[config.mk]
export PLATFORM = sky130hd
export DESIGN_NAME = best_fit_partition_allocator_unit
export DESIGN_NICKNAME = d
export VERILOG_FILES = /design/src/design/bfpa_pkg.sv /design/src/design/best_fit_partition_allocator_unit.sv /design/src/design/bfpa_ram.sv /design/src/design/bfpa_ctrl.sv /design/src/design/bfpa_dp.sv
export SDC_FILE = /design/constraint.sdc
export NUM_CORES = 1
export LEC_CHECK = 0
export ABC_AREA = 1
export BUFFER_PORTS_ARGS = -buffer_cell sky130_fd_sc_hd__buf_2
export CAP_MARGIN = 20
export CORE_MARGIN = 5
export CORE_UTILIZATION = 54
export DETAILED_ROUTE_END_ITERATION = 12
export MAX_ROUTING_LAYER = met4
export PLACE_DENSITY = 0.87
export SETUP_SLACK_MARGIN = 0.2
export SYNTH_ARGS = -nofsm -noshare
export SYNTH_HDL_FRONTEND = slang
export SYNTH_SLANG_ARGS = --single-unit
[constraint.sdc]
create_clock -name clk -period 2.5 [get_ports clk]
set_input_delay 0.25 -clock clk [delete_from_list [all_inputs] [get_ports clk]]
set_output_delay 0.25 -clock clk [all_outputs]
set_load 0.03 [all_outputs]
[src/design/bfpa_pkg.sv]
`timescale 1ns / 1ps
// ----------------------------------------------------------------------------
// bfpa_pkg
// shared types and constants of the best-fit partition allocator
// ----------------------------------------------------------------------------
package bfpa_pkg;

	// fixed field widths at the block's ports
	localparam int IN_IDX_W   = 3;
	localparam int OUT_SIZE_W = 16;
	localparam int CFG_W      = 4;

	// reset value of the partitions-in-use register
	localparam logic [CFG_W-1:0] CFG_RESET = 4'd8;

	// command codes
	localparam logic CMD_LOAD  = 1'b0;
	localparam logic CMD_ALLOC = 1'b1;

	typedef enum logic [1:0] {
		ST_IDLE,
		ST_LOAD,
		ST_SCAN,
		ST_COMMIT
	} bfpa_state_t;

	// controller to datapath
	typedef struct packed {
		logic capture;
		logic scan_en;
		logic load_commit;
		logic alloc_commit;
	} bfpa_cmd_t;

	// datapath to controller
	typedef struct packed {
		logic scan_busy;
	} bfpa_status_t;

endpackage

[src/design/best_fit_partition_allocator_unit.sv]
`timescale 1ns / 1ps
// ----------------------------------------------------------------------------
// best_fit_partition_allocator_unit
// best-fit allocator over a table of per-partition free sizes
// ----------------------------------------------------------------------------
// sequence: a load is captured while idle, written to the table ram in the load
//   state if its index is in range, then placed in the result register; an
//   allocate is captured, scans the table ram one entry per cycle over N
//   partitions (min of partitions_in_use and PARTITIONS), compares the last read,
//   leaves the scan, commits to the table and is placed in the result register
// a new command is taken only once the controller is back in idle (busy low)
// done is high for one cycle per result; the receiver cannot stall
// reset: asynchronous, active low; free sizes read as zero, partitions_in_use 8
// ----------------------------------------------------------------------------
module best_fit_partition_allocator_unit #(
	parameter int PARTITIONS = 8,
	parameter int SIZE_BITS  = 16
) (
	input  logic                           clk,
	input  logic                           arst_n,
	// command side: transfer when start is high and busy is low
	input  logic                           start,
	output logic                           busy,
	input  logic                           cmd,
	input  logic [bfpa_pkg::IN_IDX_W-1:0]   load_index,
	input  logic [bfpa_pkg::OUT_SIZE_W-1:0] load_size,
	input  logic [bfpa_pkg::OUT_SIZE_W-1:0] request_size,
	// result side: one transfer per cycle of done
	output logic                           done,
	output logic                           granted,
	output logic [bfpa_pkg::IN_IDX_W-1:0]   chosen_partition,
	output logic [bfpa_pkg::OUT_SIZE_W-1:0] size_before,
	output logic [bfpa_pkg::OUT_SIZE_W-1:0] size_after,
	// partitions_in_use register, to be written only while idle; the block does not enforce it
	input  logic                           cfg_wr_en,
	input  logic [bfpa_pkg::CFG_W-1:0]      cfg_wr_data
);

	import bfpa_pkg::*;

	// command and status between controller and datapath
	bfpa_cmd_t    ctl;
	bfpa_status_t status;

	// controller: idle, load write-back, table scan, allocate commit
	bfpa_ctrl u_ctrl (
		.clk   (clk),
		.arst_n(arst_n),
		.start (start),
		.cmd   (cmd),
		.status(status),
		.ctl   (ctl),
		.busy  (busy)
	);

	// datapath: table ram with valid bits, running best-fit compare,
	// registered result outputs
	bfpa_dp #(
		.PARTITIONS(PARTITIONS),
		.SIZE_BITS (SIZE_BITS)
	) u_dp (
		.clk             (clk),
		.arst_n          (arst_n),
		.ctl             (ctl),
		.status          (status),
		.load_index      (load_index),
		.load_size       (load_size),
		.request_size    (request_size),
		.cfg_wr_en       (cfg_wr_en),
		.cfg_wr_data     (cfg_wr_data),
		.done            (done),
		.granted         (granted),
		.chosen_partition(chosen_partition),
		.size_before     (size_before),
		.size_after      (size_after)
	);

endmodule

[src/design/bfpa_ram.sv]
`timescale 1ns / 1ps
// ----------------------------------------------------------------------------
// bfpa_ram
// generic single write port, single read port ram with registered read
// ----------------------------------------------------------------------------
module bfpa_ram #(
	parameter int WIDTH = 16,
	parameter int DEPTH = 8
) (
	input  logic                     clk,
	input  logic                     wr_en,
	input  logic [$clog2(DEPTH)-1:0] wr_addr,
	input  logic [WIDTH-1:0]         wr_data,
	input  logic                     rd_en,
	input  logic [$clog2(DEPTH)-1:0] rd_addr,
	output logic [WIDTH-1:0]         rd_data
);

	logic [WIDTH-1:0] mem_q [DEPTH];

	always_ff @(posedge clk) begin
		if (wr_en) begin
			mem_q[wr_addr] <= wr_data;
		end
		if (rd_en) begin
			rd_data <= mem_q[rd_addr];
		end
	end

endmodule

[src/design/bfpa_ctrl.sv]
`timescale 1ns / 1ps
// ----------------------------------------------------------------------------
// bfpa_ctrl
// controller state machine: sequences load, scan and commit
// ----------------------------------------------------------------------------
module bfpa_ctrl (
	input  logic                  clk,
	input  logic                  arst_n,
	input  logic                  start,
	input  logic                  cmd,
	input  bfpa_pkg::bfpa_status_t status,
	output bfpa_pkg::bfpa_cmd_t    ctl,
	output logic                  busy
);

	import bfpa_pkg::*;

	bfpa_state_t state_q;
	bfpa_state_t state_nxt;

	always_ff @(posedge clk or negedge arst_n) begin
		if (!arst_n) begin
			state_q <= ST_IDLE;
		end else begin
			state_q <= state_nxt;
		end
	end

	always_comb begin
		state_nxt = state_q;
		unique case (state_q)
			ST_IDLE: begin
				if (start) begin
					state_nxt = (cmd == CMD_ALLOC) ? ST_SCAN : ST_LOAD;
				end
			end
			ST_LOAD:   state_nxt = ST_IDLE;
			ST_SCAN: begin
				if (!status.scan_busy) begin
					state_nxt = ST_COMMIT;
				end
			end
			ST_COMMIT: state_nxt = ST_IDLE;
			default:   state_nxt = ST_IDLE;
		endcase
	end

	always_comb begin
		ctl  = '0;
		busy = 1'b1;
		unique case (state_q)
			ST_IDLE: begin
				busy        = 1'b0;
				ctl.capture = start;
			end
			ST_LOAD:   ctl.load_commit  = 1'b1;
			ST_SCAN:   ctl.scan_en      = 1'b1;
			ST_COMMIT: ctl.alloc_commit = 1'b1;
			default:   busy = 1'b1;
		endcase
	end

endmodule

[src/design/bfpa_dp.sv]
`timescale 1ns / 1ps
// ----------------------------------------------------------------------------
// bfpa_dp
// datapath: item registers, free-size table, best-fit scan, result registers
// ----------------------------------------------------------------------------
module bfpa_dp #(
	parameter int PARTITIONS = 8,
	parameter int SIZE_BITS  = 16
) (
	input  logic                               clk,
	input  logic                               arst_n,
	input  bfpa_pkg::bfpa_cmd_t                 ctl,
	output bfpa_pkg::bfpa_status_t              status,
	input  logic [bfpa_pkg::IN_IDX_W-1:0]       load_index,
	input  logic [bfpa_pkg::OUT_SIZE_W-1:0]     load_size,
	input  logic [bfpa_pkg::OUT_SIZE_W-1:0]     request_size,
	input  logic                               cfg_wr_en,
	input  logic [bfpa_pkg::CFG_W-1:0]          cfg_wr_data,
	output logic                               done,
	output logic                               granted,
	output logic [bfpa_pkg::IN_IDX_W-1:0]       chosen_partition,
	output logic [bfpa_pkg::OUT_SIZE_W-1:0]     size_before,
	output logic [bfpa_pkg::OUT_SIZE_W-1:0]     size_after
);

	import bfpa_pkg::*;

	localparam int AW = $clog2(PARTITIONS);
	localparam int XW = (AW > IN_IDX_W) ? AW : IN_IDX_W;
	localparam int CW = $clog2(PARTITIONS + 1);
	localparam int LW = (CW > CFG_W) ? CW : CFG_W;

	// configuration
	logic [CFG_W-1:0] cfg_q;

	// captured item
	logic [IN_IDX_W-1:0]  load_index_q;
	logic [SIZE_BITS-1:0] load_size_q;
	logic [SIZE_BITS-1:0] req_q;

	// scan state
	logic [CW-1:0]        idx_q;
	logic                 rd_valid_s1;
	logic [AW-1:0]        idx_s1;
	logic                 vld_s1;
	logic                 found_q;
	logic [AW-1:0]        best_idx_q;
	logic [SIZE_BITS-1:0] best_size_q;

	// entry valid bits, an unwritten entry reads as zero
	logic [PARTITIONS-1:0] valid_q;

	logic [LW-1:0]        cfg_ext;
	logic [LW-1:0]        part_lw;
	logic [LW-1:0]        limit;
	logic                 issue_more;
	logic [XW-1:0]        ld_ext;
	logic                 ld_in_range;
	logic [AW-1:0]        ld_addr;
	logic [AW-1:0]        rd_addr;
	logic                 rd_en;
	logic [SIZE_BITS-1:0] rd_data;
	logic [SIZE_BITS-1:0] s_eff;
	logic                 better;
	logic [SIZE_BITS-1:0] remain;
	logic                 wr_en;
	logic [AW-1:0]        wr_addr;
	logic [SIZE_BITS-1:0] wr_data;

	always_comb begin
		cfg_ext     = LW'(cfg_q);
		part_lw     = LW'(PARTITIONS);
		limit       = (cfg_ext > part_lw) ? part_lw : cfg_ext;
		issue_more  = LW'(idx_q) < limit;
		ld_ext      = XW'(load_index_q);
		ld_in_range = {1'b0, ld_ext} < (XW + 1)'(PARTITIONS);
		ld_addr     = ld_ext[AW-1:0];
		rd_addr     = idx_q[AW-1:0];
		rd_en       = ctl.scan_en && issue_more;
		s_eff       = vld_s1 ? rd_data : '0;
		better      = (s_eff >= req_q) && (!found_q || (s_eff < best_size_q));
		remain      = best_size_q - req_q;
		wr_en       = (ctl.load_commit && ld_in_range) || (ctl.alloc_commit && found_q);
		wr_addr     = ctl.load_commit ? ld_addr : best_idx_q;
		wr_data     = ctl.load_commit ? load_size_q : remain;
	end

	assign status.scan_busy = issue_more || rd_valid_s1;

	bfpa_ram #(
		.WIDTH(SIZE_BITS),
		.DEPTH(PARTITIONS)
	) u_table (
		.clk    (clk),
		.wr_en  (wr_en),
		.wr_addr(wr_addr),
		.wr_data(wr_data),
		.rd_en  (rd_en),
		.rd_addr(rd_addr),
		.rd_data(rd_data)
	);

	always_ff @(posedge clk or negedge arst_n) begin
		if (!arst_n) begin
			cfg_q <= CFG_RESET;
		end else if (cfg_wr_en) begin
			cfg_q <= cfg_wr_data;
		end
	end

	always_ff @(posedge clk or negedge arst_n) begin
		if (!arst_n) begin
			valid_q <= '0;
		end else if (wr_en) begin
			valid_q[wr_addr] <= 1'b1;
		end
	end

	always_ff @(posedge clk) begin
		if (ctl.capture) begin
			load_index_q <= load_index;
			load_size_q  <= SIZE_BITS'(load_size);
			req_q        <= SIZE_BITS'(request_size);
		end
	end

	// scan control, read data is registered and follows its address in the next cycle
	always_ff @(posedge clk or negedge arst_n) begin
		if (!arst_n) begin
			idx_q       <= '0;
			rd_valid_s1 <= 1'b0;
			found_q     <= 1'b0;
		end else if (ctl.capture) begin
			idx_q       <= '0;
			rd_valid_s1 <= 1'b0;
			found_q     <= 1'b0;
		end else if (ctl.scan_en) begin
			if (issue_more) begin
				idx_q <= idx_q + 1'b1;
			end
			rd_valid_s1 <= issue_more;
			if (rd_valid_s1 && better) begin
				found_q <= 1'b1;
			end
		end
	end

	always_ff @(posedge clk) begin
		if (rd_en) begin
			idx_s1 <= rd_addr;
			vld_s1 <= valid_q[rd_addr];
		end
		if (ctl.scan_en && rd_valid_s1 && better) begin
			best_idx_q  <= idx_s1;
			best_size_q <= s_eff;
		end
	end

	// result registers
	always_ff @(posedge clk or negedge arst_n) begin
		if (!arst_n) begin
			done <= 1'b0;
		end else begin
			done <= ctl.load_commit || ctl.alloc_commit;
		end
	end

	always_ff @(posedge clk) begin
		if (ctl.load_commit) begin
			granted          <= 1'b0;
			chosen_partition <= load_index_q;
			size_before      <= '0;
			size_after       <= ld_in_range ? OUT_SIZE_W'(load_size_q) : '0;
		end else if (ctl.alloc_commit) begin
			granted          <= found_q;
			chosen_partition <= found_q ? IN_IDX_W'(best_idx_q) : '0;
			size_before      <= found_q ? OUT_SIZE_W'(best_size_q) : '0;
			size_after       <= found_q ? OUT_SIZE_W'(remain) : '0;
		end
	end

endmodule
# --- Word level (Yosys, flattened, before mapping) ---
# Memories as Yosys holds them, arrays and structs flattened. A register that Yosys moved wholly into a read port is not among the register bits.
# Index checks and enable logic that the tools add are counted.
word_totals:
  reg_bits: 115
  ram_bits: 128
  in_bits: 44
  out_inout_bits: 38
  wordCells: 89
  mem_count: 1
classes:
  addsub: 2
  magnitude_cmp: 7
  n_eq_ne: 5
  muxes: 34
  n_bitwise: 1
  reduce_logical: 21
memory_table:
  columns: ["name", "words", "width", "rd", "rd_ports_with_merged_regs", "wr", "line", "text"]
  rows:
  - ["u_dp.u_table.mem_q", 8, 16, 1, 1, 1, "bfpa_ram.sv:19", "logic [WIDTH-1:0] mem_q [DEPTH];"]
ops:
  columns: ["op", "count"]
  rows:
  - ["$mux W16", 6]
  - ["$ge A16 B16 Y1", 1]
  - ["$lt A16 B16 Y1", 1]
  - ["$mux W4", 4]
  - ["$sub A16 B16 Y16", 1]
  - ["$mux W1", 14]
  - ["$mux W3", 4]
  - ["$lt A3 B4 Y1 const B", 2]
  - ["$or A8 B8 Y8", 1]
  - ["$reduce_bool A2 Y1", 4]
  - ["$logic_and A1 B1 Y1", 7]
  - ["$mux W2", 3]
  - ["$pmux W2 S3", 1]
  - ["$reduce_and A2 Y1", 3]
  - ["$add A4 B1 Y4 const B", 1]
  - ["$eq A2 B2 Y1 const B", 2]
  - ["$gt A4 B4 Y1 const B", 1]
  - ["$logic_or A1 B1 Y1", 4]
  - ["$lt A4 B4 Y1", 1]
  - ["$ne A2 B2 Y1 const B", 2]
  - ["$bmux W1 S3", 1]
  - ["$demux W1 S3", 1]
  - ["$ge A3 B1 Y1 const B", 1]
  - ["$eq A2 B1 Y1 const B", 1]
  - ["3 further kinds", 3]

# --- Logic depth before layout (Yosys ltp) ---
depth:
  ltp_word: 8
  depth_mapped: 16

# --- Hierarchy ---
# A second synthesis with hierarchy kept.
unflattened:
  hier_cells: 1230
  area_unflattened_um2: 12189.2
modules_own_cells:
  columns: ["mod", "n_inst", "cells_per_inst", "area_per_inst_um2", "seq_area_each_um2"]
  rows:
  - ["bfpa_ram", 1, 587, 6149.6, 4324.1]
  - ["bfpa_dp", 1, 622, 5913.2, 3129.3]
  - ["bfpa_ctrl", 1, 21, 126.4, 50.0]

# --- Least setup slack after synthesis ---
# Ideal clock, no wire load.
synth_timing:
  path_kind: "reg-to-reg"
  startpoint: "register u_dp.cfg_q[3], in the netlist u_dp.cfg_ext[3]"
  endpoint: "register u_dp.idx_s1[0] (enable)"
  setup_time_ns: 0.399
  arrival_time_ns: 2.050
  required_ns: 2.101
  setup_slack_ns: 0.051
  stages_incl_launch_ff: 8
  synth_period_minus_slack_ns: 2.449
  cell_sequence: "dfstp_2 > inv_1 > nand2_1 > ha_1 > a21oi_1 > nand3b_1 > nand2_1 > nor2_1"
synth_via:
  elab_chain_cells: 4
synth_lines:
  columns: ["element", "line", "text"]
  rows:
  - ["start, declared", "bfpa_dp.sv:34", "logic [CFG_W-1:0] cfg_q;"]
  - ["start signal, assigned", "bfpa_dp.sv:107", "cfg_q <= cfg_wr_data;"]
  - ["$gt A4 B4 Y1", "bfpa_dp.sv:73", "limit = (cfg_ext > part_lw) ? part_lw : cfg_ext;"]
  - ["$mux W4 *", "bfpa_dp.sv:73", null]
  - ["$lt A4 B4 Y1 *", "bfpa_dp.sv:74", "issue_more = LW'(idx_q) < limit;"]
  - ["$logic_and A1 B1 Y1 *", "bfpa_dp.sv:79", "rd_en = ctl.scan_en && issue_more;"]
  - ["net u_dp.rd_en", "bfpa_dp.sv:61", "logic rd_en;"]
  - ["end signal, assigned", "bfpa_dp.sv:150", "idx_s1 <= rd_addr;"]
  - ["end, declared", "bfpa_dp.sv:44", "logic [AW-1:0] idx_s1;"]
# Mark *: on every way through the listed nets, which the timed path passes. The rest lies on a longest branch.
# A chain may end at the register's enable or synchronous reset.

# --- Final worst setup path ---
layout_timing:
  startpoint: "register u_dp.best_size_q[7]"
  endpoint: "memory u_dp.u_table.mem_q[7][10] (data pin)"
layout_via:
  elab_chain_cells: 2
layout_lines:
  columns: ["element", "line", "text"]
  rows:
  - ["start, declared", "bfpa_dp.sv:48", "logic [SIZE_BITS-1:0] best_size_q;"]
  - ["start signal, assigned", "bfpa_dp.sv:155", "best_size_q <= s_eff;"]
  - ["$sub A16 B16 Y16", "bfpa_dp.sv:82", "remain = best_size_q - req_q;"]
  - ["$mux W16", "bfpa_dp.sv:85", "wr_data = ctl.load_commit ? load_size_q : remain;"]
  - ["net u_dp.u_table.wr_data[10]", "bfpa_ram.sv:13", "input logic [WIDTH-1:0] wr_data,"]
  - ["end, declared", "bfpa_ram.sv:19", null]
# The timed path passes the listed nets, and every way through them passes these cells.

==> results by group <==
Layout
  • Final cell count without fillers: 1,456
  • Final Core Density: 0.651
  • Diodes inserted: 0
  • Multi-input gate area in the final layout: 3410 µm²
  • Final nets: 1,254
  • Syn-to-layout area delta: 19.7%
  • FILL cells: 1,338
  • Share of cells above drive strength 1: 0.166
  • Storage cell area: 7500 µm²

Timing
  • FMAX: 427 MHz
  • Slew @ Worst Pin: 1.01 ns
  • Final setup skew: 0.0177 ns
  • Slew margin rel.: 0.319
  • Minimum clock period: 2.34 ns
  • Fin Hold WS: 0.0289 ns
  • Final period util: 0.936
  • RSZ-0062 raised after global routing: yes
  • Fin. Hold Viols: 0
  • Slew Limit Fails: 0
  • Fin Setup TNS: 0 ns
  • Final setup viols: 0

Routing
  • Wire per inst: 19.7 µm
  • Routed Antenna Nets: 0
  • DR vias/cell: 5.88
  • DR iter-0 viols: 969
  • DRT Pass-1 Iters: 5
  • Total number of vias: 8,563
  • Post-route DRC violation count: 0
  • Routed WL: 28,700 µm

Global route
  • Total GRT Usage: 0.241
  • Grt total ovfl: 0
  • First-pass GRT wire length: 44,500 µm
  • Antenna violations before repair: 0
  • Vias in the first global route: 8,661
  • Largest net degree at the start of global routing: 73

Floorplanning
  • Die X: 155 µm
  • Die height: 155 µm
  • Io pins: 82
  • Standard-cell rows: 53
  • Die area: 23,900 µm²
  • Initial core utilization: 0.543
  • Core area: 20,800 µm²

CTS
  • Later-pin clock latency in the skew report: 0.52 ns
  • CTS Buffer Depth: 3
  • TritonCTS Buffers: 25
  • CTS tree: done
  • CTS HTree Levels: 1
  • CTS root buf: clkbuf_16
  • Clock-pin slew on the worst setup and hold paths: 0.06 ns
  • Clock sink count: 259

Power
  • Internal power: 0.00997 W
  • Switching share of power: 0.370
  • Peak supply drop: 0.584 mV
  • Combinational share of power: 0.355
  • Pwr/cell area: 1170 nW/µm²
  • Net Sw Power: 0.00586 W
  • Seq pwr share: 0.410
  • Leak Pwr: 5.54 nW
  • Clock share of power: 0.235

Placed design
  • RePlAce Congestion: 0.930
  • Placed cells: 1,366
  • Post-DP HPWL: 17,300 µm
  • PortBufs: 81

Logic synthesis
  • #FFs+latches synth: 259
  • Area leader, netlist: edfxtp_1
  • Area share of the largest cell type after synthesis: 0.587
  • Largest cells by area after synthesis: edfxtp_1 59%, nand2_1 5.2%, o21ai_0 5.1%, ha_1 5.1%, nor2_1 4.6%
  • Syn avg cell area: 11.2 µm²
  • Yosys Warn Count: 0
  • Seq/Total Area, Yosys: 0.663
  • Post-Syn Area: 11,300 µm²
  • Unique masters post-synth: 40
  • Post-synthesis net count: 1,104
  • Gate Count Post-Synth: 1,013

Setup path
  • Startpoint type of the worst setup path: register
  • WP buf/inv: 0
  • CP top delay family: compound AO/OA/AOI/OAI gates
  • Crit Path Max Fanout: 8
  • Max incr delay on CP: 0.40 ns
  • WS Path Type: reg -> reg
  • Worst path arrival time: 2.57 ns
  • Slowest-stage cell, CP: edfxtp_1
  • CP Cell Sequence: ha_1 > a21oi_1 > nor2_1 > nor2_1 > nand3_1 > nand2_1 > nand3_1 > o21ai_1
  • CP required: 2.73 ns
  • Setup crit end kind: register

Run status
  • Outcome: finished, final reports clean

Min path
  • Hold Path Class: in -> reg

Job
  • Maxcap violations: 0
[synthesized netlist by cell type]
cell        n
a31oi_1    17
nand4_1     7
inv_1      94
xor2_1      3
or2_1       4
o22ai_1    20
nor4_1      1
clkinv_1    1
nand2_2     2
edfxtp_1  221
nand3_1    30
nor2_8      1
and3_1      2
a21o_1      3
clkbuf_1   24
a21boi_0    2
buf_2       9
o21ai_0   116
buf_1       1
fa_1        1
buf_4       1
o21bai_1    1
dfxtp_1    17
mux2_2      3
dfrtp_1    20
nor2_1    140
o21a_1      1
nor3_1      1
o21ai_2     3
a21oi_1    35
nor3b_1     1
nand2_1   158
inv_2       3
ha_1       46
nor2_2      2
dfstp_2     1
xnor2_1     5
nand3b_1    6
or2_2       2
o31ai_1     8
[cell usage in the layout, fill, tap and decap left out, types with 7 or more instances in the layout]
master         count
dlygate4sd3_1     43
dfrtp_1           19
o22ai_1           20
clkbuf_16         25
nor2_1           138
o31ai_1            8
o21ai_1            7
o21ai_0          107
inv_1             91
a31oi_1           17
clkbuf_1           7
buf_4             31
nand4_1            7
dfxtp_1           17
buf_2             81
nand2_2            9
a21oi_1           31
nand2_1          148
edfxtp_1         221
nand3_1           27
ha_1              43
[state kept, by name, indices dropped and copies added, names as in the netlist]
signal / cells
u_dp.cfg_ext: 4
u_dp.valid_q: 8
u_dp.rd_valid_s1: 1
u_ctrl.state_q: 2
u_dp.done: 1
u_dp.u_table.rd_data: 16
u_dp.u_table.mem_q: 128
u_dp.found_q: 1
u_dp.idx_s1: 3
u_dp.ld_addr: 3
u_dp.chosen_partition: 3
u_dp.idx_q: 4
u_dp.load_size_q: 16
u_dp.best_size_q: 16
u_dp.granted: 1
u_dp.req_q: 16
u_dp.size_after: 16
u_dp.vld_s1: 1
u_dp.best_idx_q: 3
u_dp.size_before: 16
[metrics by stage]
step | instance area (µm²) | power, W | worst slack [ns]
2_1_floorplan | 11300 | 0.00999 | 0.211
3_3_place_gp | 12200 | 0.0114 | 0.116
3_5_place_dp | 12200 | 0.0116 | -0.0139
4_1_cts | 13500 | 0.0155 | 0.212
5_1_grt | 13500 | 0.0166 | 0.0407
6_report | 13500 | 0.0158 | 0.160
[final cells by class]
cell class | count | share of cell area
Clock inverter | 13 | 0.0105
Tap cell | 275 | 0.0254
Timing Repair Buffer | 158 | 0.0826
Clock buffer | 32 | 0.0481
Inverter | 98 | 0.0274
Sequential cell | 259 | 0.554
Multi-Input combinational cell | 621 | 0.252
[worst reg2reg max path, delay by kind of cell (launching register included)]
kind | cells | cell delay [ns]
AO/OA/AOI/OAI | 2 | 0.68
adder cells (fa/ha/maj) | 1 | 0.38
AND/OR/NAND/NOR | 5 | 0.61
flip-flops | 1 | 0.40
[logic make-up (layout without fill, tap and decap cells)]
logic type      after synthesis  in the layout  share of synthesized area
compound gates              206            206                     0.0995
fa+ha+maj                    47             47                     0.0526
buf+inv                     133            301                     0.0454
flops                       259            259                      0.663
simple gates                357            357                      0.130
mux                           3              3                    0.00299
xor+xnor                      8              8                    0.00619
[power groups by stage]
stage          registers [W]  clock network (W)  logic (W)
2_1_floorplan        0.00679                  0    0.00320
5_1_grt              0.00654            0.00393    0.00612
4_1_cts              0.00646            0.00375    0.00532
3_5_place_dp         0.00657                  0    0.00507
6_report             0.00649            0.00372    0.00563
3_3_place_gp         0.00654                  0    0.00483
[path summary, 6_finish.rpt]
kind | cells past startpoint | to | slack, ns | start
max in group asynchronous | 2 | u_dp.idx_q[0] | 1.86 | arst_n
worst max-delay path | 8 | u_dp.u_table.mem_q[7][10] | 0.16 | u_dp.best_size_q[7]
worst max register to register | 8 | u_dp.u_table.mem_q[7][10] | 0.16 | u_dp.best_size_q[7]
worst min register to register | 0 | u_dp.best_idx_q[0] | 0.42 | u_dp.idx_s1[0]
min in group asynchronous | 2 | u_dp.cfg_ext[1] | 0.27 | arst_n
worst min-delay path | 3 | u_ctrl.state_q[1] | 0.03 | start
[per-layer routing]
| metal | vias to the layer above | track usage | routed length [µm] |
|---|---|---|---|
| met5 | - | - | 0 |
| met4 | 0 | 0.111 | 1290 |
| met3 | 112 | 0.0450 | 2870 |
| met2 | 576 | 0.398 | 14300 |
| met1 | 4049 | 0.290 | 10300 |
| li1 | 3826 | - | - |
[timing repair]
| action | CTS | global route |
|---|---|---|
| hold buffers | 43 | 0 |
| pin swaps | 1 | 5 |
| buffers inserted | 1 | 1 |
| endpoints found under the hold margin | 60 | 0 |
| setup endpoints to repair | 100 | 123 |
| resized for setup | 14 | 26 |
Power figures use the tool's default switching activity.
